`config.mk`:
```
export PLATFORM = sky130hd
export DESIGN_NAME = nps_dist_unit
export DESIGN_NICKNAME = d
export VERILOG_FILES = /design/src/sv/nps_pkg.sv /design/src/sv/nps_dist_unit.sv
export SDC_FILE = /design/constraint.sdc
export NUM_CORES = 2
export LEC_CHECK = 0
export BUFFER_PORTS_ARGS = -buffer_cell sky130_fd_sc_hd__buf_2
export CAP_MARGIN = 20
export CORE_MARGIN = 2
export CORE_UTILIZATION = 45
export DETAILED_ROUTE_END_ITERATION = 16
export PLACE_DENSITY_LB_ADDON = 0.05
export SLEW_MARGIN = 10
export SYNTH_ARGS = -nofsm -noshare
export SYNTH_HDL_FRONTEND = slang
export SYNTH_SLANG_ARGS = --single-unit
```
`constraint.sdc`:
```
create_clock -name clk -period 7.2 [get_ports clk]
set_input_delay 1.44 -clock clk [delete_from_list [all_inputs] [get_ports clk]]
set_output_delay 1.44 -clock clk [all_outputs]
set_load 0.01 [all_outputs]
```
`src/sv/nps_pkg.sv`:
```
// Shared types and codes for the nearest point search block.
`timescale 1ns / 1ps
`default_nettype none

package nps_pkg;

    localparam int OP_W     = 2;
    localparam int STATUS_W = 2;
    localparam int IDX_W    = 10;
    localparam int DIST_W   = 34;

    localparam logic [OP_W-1:0] OP_INSERT = 2'd0;
    localparam logic [OP_W-1:0] OP_QUERY  = 2'd1;
    localparam logic [OP_W-1:0] OP_CLEAR  = 2'd2;

    localparam logic [STATUS_W-1:0] STAT_OK    = 2'd0;
    localparam logic [STATUS_W-1:0] STAT_FULL  = 2'd1;
    localparam logic [STATUS_W-1:0] STAT_EMPTY = 2'd2;

    localparam logic [DIST_W-1:0] DIST_MAX = {DIST_W{1'b1}};

    // Marks one point moving down the scan pipeline
    typedef struct packed {
        logic valid;
        logic last;
    } nps_tag_t;

endpackage

`default_nettype wire

```
`src/sv/nps_dist_unit.sv`:
```
// Pipelined squared-distance unit: one point per cycle, abs diff, square, sum.
`timescale 1ns / 1ps
`default_nettype none

module nps_dist_unit #(
    parameter int CB     = 16,
    parameter int ADDR_W = 10,
    parameter int CMP_W  = 34
) (
    input  wire logic                 clk,
    input  wire logic                 rst_n,
    input  wire nps_pkg::nps_tag_t    in_tag,
    input  wire logic [ADDR_W-1:0]    in_idx,
    input  wire logic [3*CB-1:0]      point,
    input  wire logic signed [CB-1:0] qx,
    input  wire logic signed [CB-1:0] qy,
    input  wire logic signed [CB-1:0] qz,
    output nps_pkg::nps_tag_t         out_tag,
    output logic [ADDR_W-1:0]         out_idx,
    output logic [CMP_W-1:0]          dist_sq
);

    import nps_pkg::*;

    localparam int SUM_W = 2 * CB + 2;

    logic signed [CB:0]   diff [3];
    logic [CB-1:0]        mag_next [3];
    logic [CB-1:0]        mag_reg [3];
    logic [2*CB-1:0]      sq_reg [3];
    logic [SUM_W-1:0]     sum_full;
    logic [CMP_W-1:0]     dist_next;
    logic [CMP_W-1:0]     dist_reg;
    logic signed [CB-1:0] pc [3];
    logic signed [CB-1:0] qc [3];

    nps_tag_t            tag1_reg, tag2_reg, tag3_reg;
    logic [ADDR_W-1:0]   idx1_reg, idx2_reg, idx3_reg;

    always_comb
    begin
        pc[0] = point[CB-1:0];
        pc[1] = point[2*CB-1:CB];
        pc[2] = point[3*CB-1:2*CB];
        qc[0] = qx;
        qc[1] = qy;
        qc[2] = qz;
        for (int k = 0; k < 3; k++)
        begin
            diff[k] = {pc[k][CB-1], pc[k]} - {qc[k][CB-1], qc[k]};
            if (diff[k][CB])
            begin
                mag_next[k] = CB'(-diff[k]);
            end
            else
            begin
                mag_next[k] = diff[k][CB-1:0];
            end
        end
    end

    always_comb
    begin
        sum_full = SUM_W'(sq_reg[0]) + SUM_W'(sq_reg[1]) + SUM_W'(sq_reg[2]);
        if ((sum_full >> CMP_W) != '0)
        begin
            dist_next = '1;
        end
        else
        begin
            dist_next = sum_full[CMP_W-1:0];
        end
    end

    always_ff @(posedge clk)
    begin
        for (int k = 0; k < 3; k++)
        begin
            mag_reg[k] <= mag_next[k];
            sq_reg[k]  <= mag_reg[k] * mag_reg[k];
        end
        dist_reg <= dist_next;
        idx1_reg <= in_idx;
        idx2_reg <= idx1_reg;
        idx3_reg <= idx2_reg;
    end

    always_ff @(posedge clk or negedge rst_n)
    begin
        if (!rst_n)
        begin
            tag1_reg <= '0;
            tag2_reg <= '0;
            tag3_reg <= '0;
        end
        else
        begin
            tag1_reg <= in_tag;
            tag2_reg <= tag1_reg;
            tag3_reg <= tag2_reg;
        end
    end

    assign out_tag = tag3_reg;
    assign out_idx = idx3_reg;
    assign dist_sq = dist_reg;

endmodule

`default_nettype wire

```
==> metrics.txt <==
Worst Path Required=7.63 ns; top cells by area, synth=fa_1 33%, ha_1 15%, dfxtp_1 13%; HPWL after DPL=around 63000 µm; layout cells sized above 1=0.0832; Reg clk slew, reported paths=roughly 0.070 ns; Final Cycle Share=0.959; WHS=0.328 ns; DR iter-0 viols=841; CTS Buf Count=26; largest area contributor in the netlist=fa_1; Max H-tree Level=1; post-route DRC violation count=0; Die W=roughly 270 µm; final hold violations=0; number of synthesized flops with an enable pin=0; Die ar.=72000 µm²; GRT overflow=0; CP Class=reg2reg; Nets=4622; Mapped Cells=3447; mapped cell area=between 30000 and 40000 µm²; Die H=268 µm; global route hottest layer=met2; Slew HR=0.416; R2R depth=25; final wirelength=72300 µm; post-layout util=0.499; row cnt=96; initial antenna violation count=3; register area share after synthesis=0.135; pin count of the biggest net entering global routing=20; Worst-Skew Late Latency=between 0.5 and 0.6 ns; DR WL/cell=15.9 µm; max FFs per register=a little over 90; core footprint=68900 µm²; clock sinks=211; I/O Pins=roughly 160; routed via count=22.8k; yosys warns=0; Setup Skew=0.0325 ns; Hold Startpoint=idx2_reg[6]; Clock Path Buffers=3; grt met2 use=0.380; setup violators final=0; first-pass GRT wire length=122000 µm; routing usage on met1=0.284; highest attainable clock frequency=145 MHz; fin crit period=6.90 ns; Max-Cap Viols=0; R2R Path Start=mag_reg[0][3]; Slew Limit Fails=0; antenna viol nets, final=0; status=finished clean; Starting Density=0.456; async set or reset register ratio after synthesis=0.0284; crit path DAT=7.33 ns; number of global-route vias before repair=roughly 24k; TritonCTS clock tree=done; root buffer cell=clkbuf_16; GRT Util Overall=0.211; GR Layer Usage met3=0.0145; router iterations before antenna repair=5; CP startpoint kind=flip-flop; Crit Reg-Reg Endpoint=sq_reg[0][28]; Hold Crit Class=reg2reg; Max FO, Critical Path=9; IO Port Bufs=approximately 160; hold path endpoint=out_idx[6]; worst reg-to-reg setup slack=0.30 ns; gpl congestion=0.873; top-area cell type share of the netlist area=0.332; setup TNS=0 ns; Antenna Cells=0; fin cells=between 4k and 5k; top_reg_cell synth=dfxtp_1; FF+latch count, synth=211; Least-Margin Pin Slew=0.871 ns; RSZ-0062 raised after global routing=false; post-synth cell types=a little under 80; area grow syn2layout=9.43%; Worst Hold Depth=0; Worst setup EP type=flip-flop; Post-Place Cells=4512; Syn Area/Cell=9.12 µm²; Via density=roughly 5.0
==> cells in the mapped netlist (all sizes together) (5+ instances only) <==
master,number
mux2,7
nand4,8
o21a,40
and2,120
o21ai,74
nor3,36
a21boi,5
xnor2,142
o311ai,5
clkbuf,65
nand3,31
o31ai,17
xor2,49
a21oi,127
or2,21
or3,9
nand2,283
a211o,5
nand2b,18
fa,521
a311oi,7
ha,382
a211oi,28
nor2,152
dfxtp,205
nor4,9
o31a,6
a31o,8
inv,838
a21o,59
nor2b,33
nand3b,6
o21bai,22
and3,14
dfrtp,6
a31oi,22
a41oi,6
o211ai,8
==> critical path: stages (launching register included) <==
cell,delay [ns]
dfxtp_1,0.36
buf_4,0.19
nand2_1,0.11
inv_1,0.07
fa_1,0.53
inv_1,0.05
fa_1,0.53
inv_1,0.05
fa_1,0.50
inv_1,0.06
fa_1,0.53
inv_1,0.05
fa_1,0.47
inv_1,0.05
fa_1,0.57
inv_1,0.07
ha_1,0.38
nand3_1,0.14
nor4_2,0.35
nor4_2,0.14
a211oi_1,0.33
o21ai_0,0.24
a211oi_1,0.44
o21a_1,0.16
nor2_1,0.05
xnor2_1,0.32
==> routing by layer <==
| layer | routed length, µm | vias up | share of wire |
|---|---|---|---|
| met5 | 0 | - | 0 |
| met4 | 1050 | 0 | 0.015 |
| met3 | 1970 | 48 | 0.027 |
| met2 | 36400 | 342 | 0.50 |
| met1 | 32900 | 11400 | 0.45 |
| li1 | - | 11100 | - |
==> logic make-up after synthesis <==
group,Yosys count,share of synthesized area
and+or+nand+nor,753,0.115
xor gates and xnor gates,191,0.0534
adders and majority gates,903,0.484
muxes,9,0.00314
buffers and inverters,903,0.108
DFF,211,0.135
AOI/OAI and AO/OA,476,0.102
other,1,0.000119
==> cell type report <==
class | instances | area, µm²
fillers | 6649 | 34500
multi-input cells | 2335 | 23800
flip-flops and latches | 211 | 4260
inverters | 838 | 3150
well taps | 931 | 1160
repair buffers | 197 | 1090
clock buffers | 28 | 678
clock inverters | 19 | 244
==> timing repair <==
action	CTS	global route
resized for setup	0	7
endpoints found under the setup margin	0	4
hold endpoints to repair	0	0
hold buffers	0	0
setup buffers	0	0
==> how the worst max path moves through the flow <==
| stage | start | endpoint | slack, ns | cells after the start |
|---|---|---|---|---|
| floorplan | mag_reg[0][4] | sq_reg[0][30] | 1.08 | 24 |
| global placement | mag_reg[0][4] | sq_reg[0][30] | 0.45 | 22 |
| detailed placement | mag_reg[0][4] | sq_reg[0][30] | 0.40 | 21 |
| CTS | mag_reg[0][4] | sq_reg[0][30] | 0.34 | 21 |
| global route | mag_reg[0][37] | sq_reg[0][92] | 0.02 | 21 |
| finish | mag_reg[0][3] | sq_reg[0][28] | 0.30 | 25 |
==> cells in the final DEF (no fill, tap or decap), types with 18 or more instances in the layout <==
cell,n
xnor2_1,141
fa_1,521
nand3_1,31
buf_4,42
a31oi_1,22
a211oi_1,27
a21o_1,59
ha_1,382
and2_1,120
xor2_1,49
o21bai_1,21
nor2_1,151
o21a_1,40
nand2_1,283
buf_2,155
clkbuf_16,26
nand2b_1,18
a21oi_1,126
nor2b_1,33
inv_1,838
dfxtp_1,201
o21ai_0,68
or2_2,20
nor3_1,35
==> metrics by stage <==
stage,setup WS [ns],area (µm²)
floorplan,1.08,31500
global placement,0.445,33500
detailed placement,0.397,33500
CTS,0.336,34400
global route,0.0173,34400
finish,0.298,34400
Power is not shown: default switching activity piles up to over one toggle a cycle in this logic, so the estimate is an artifact.
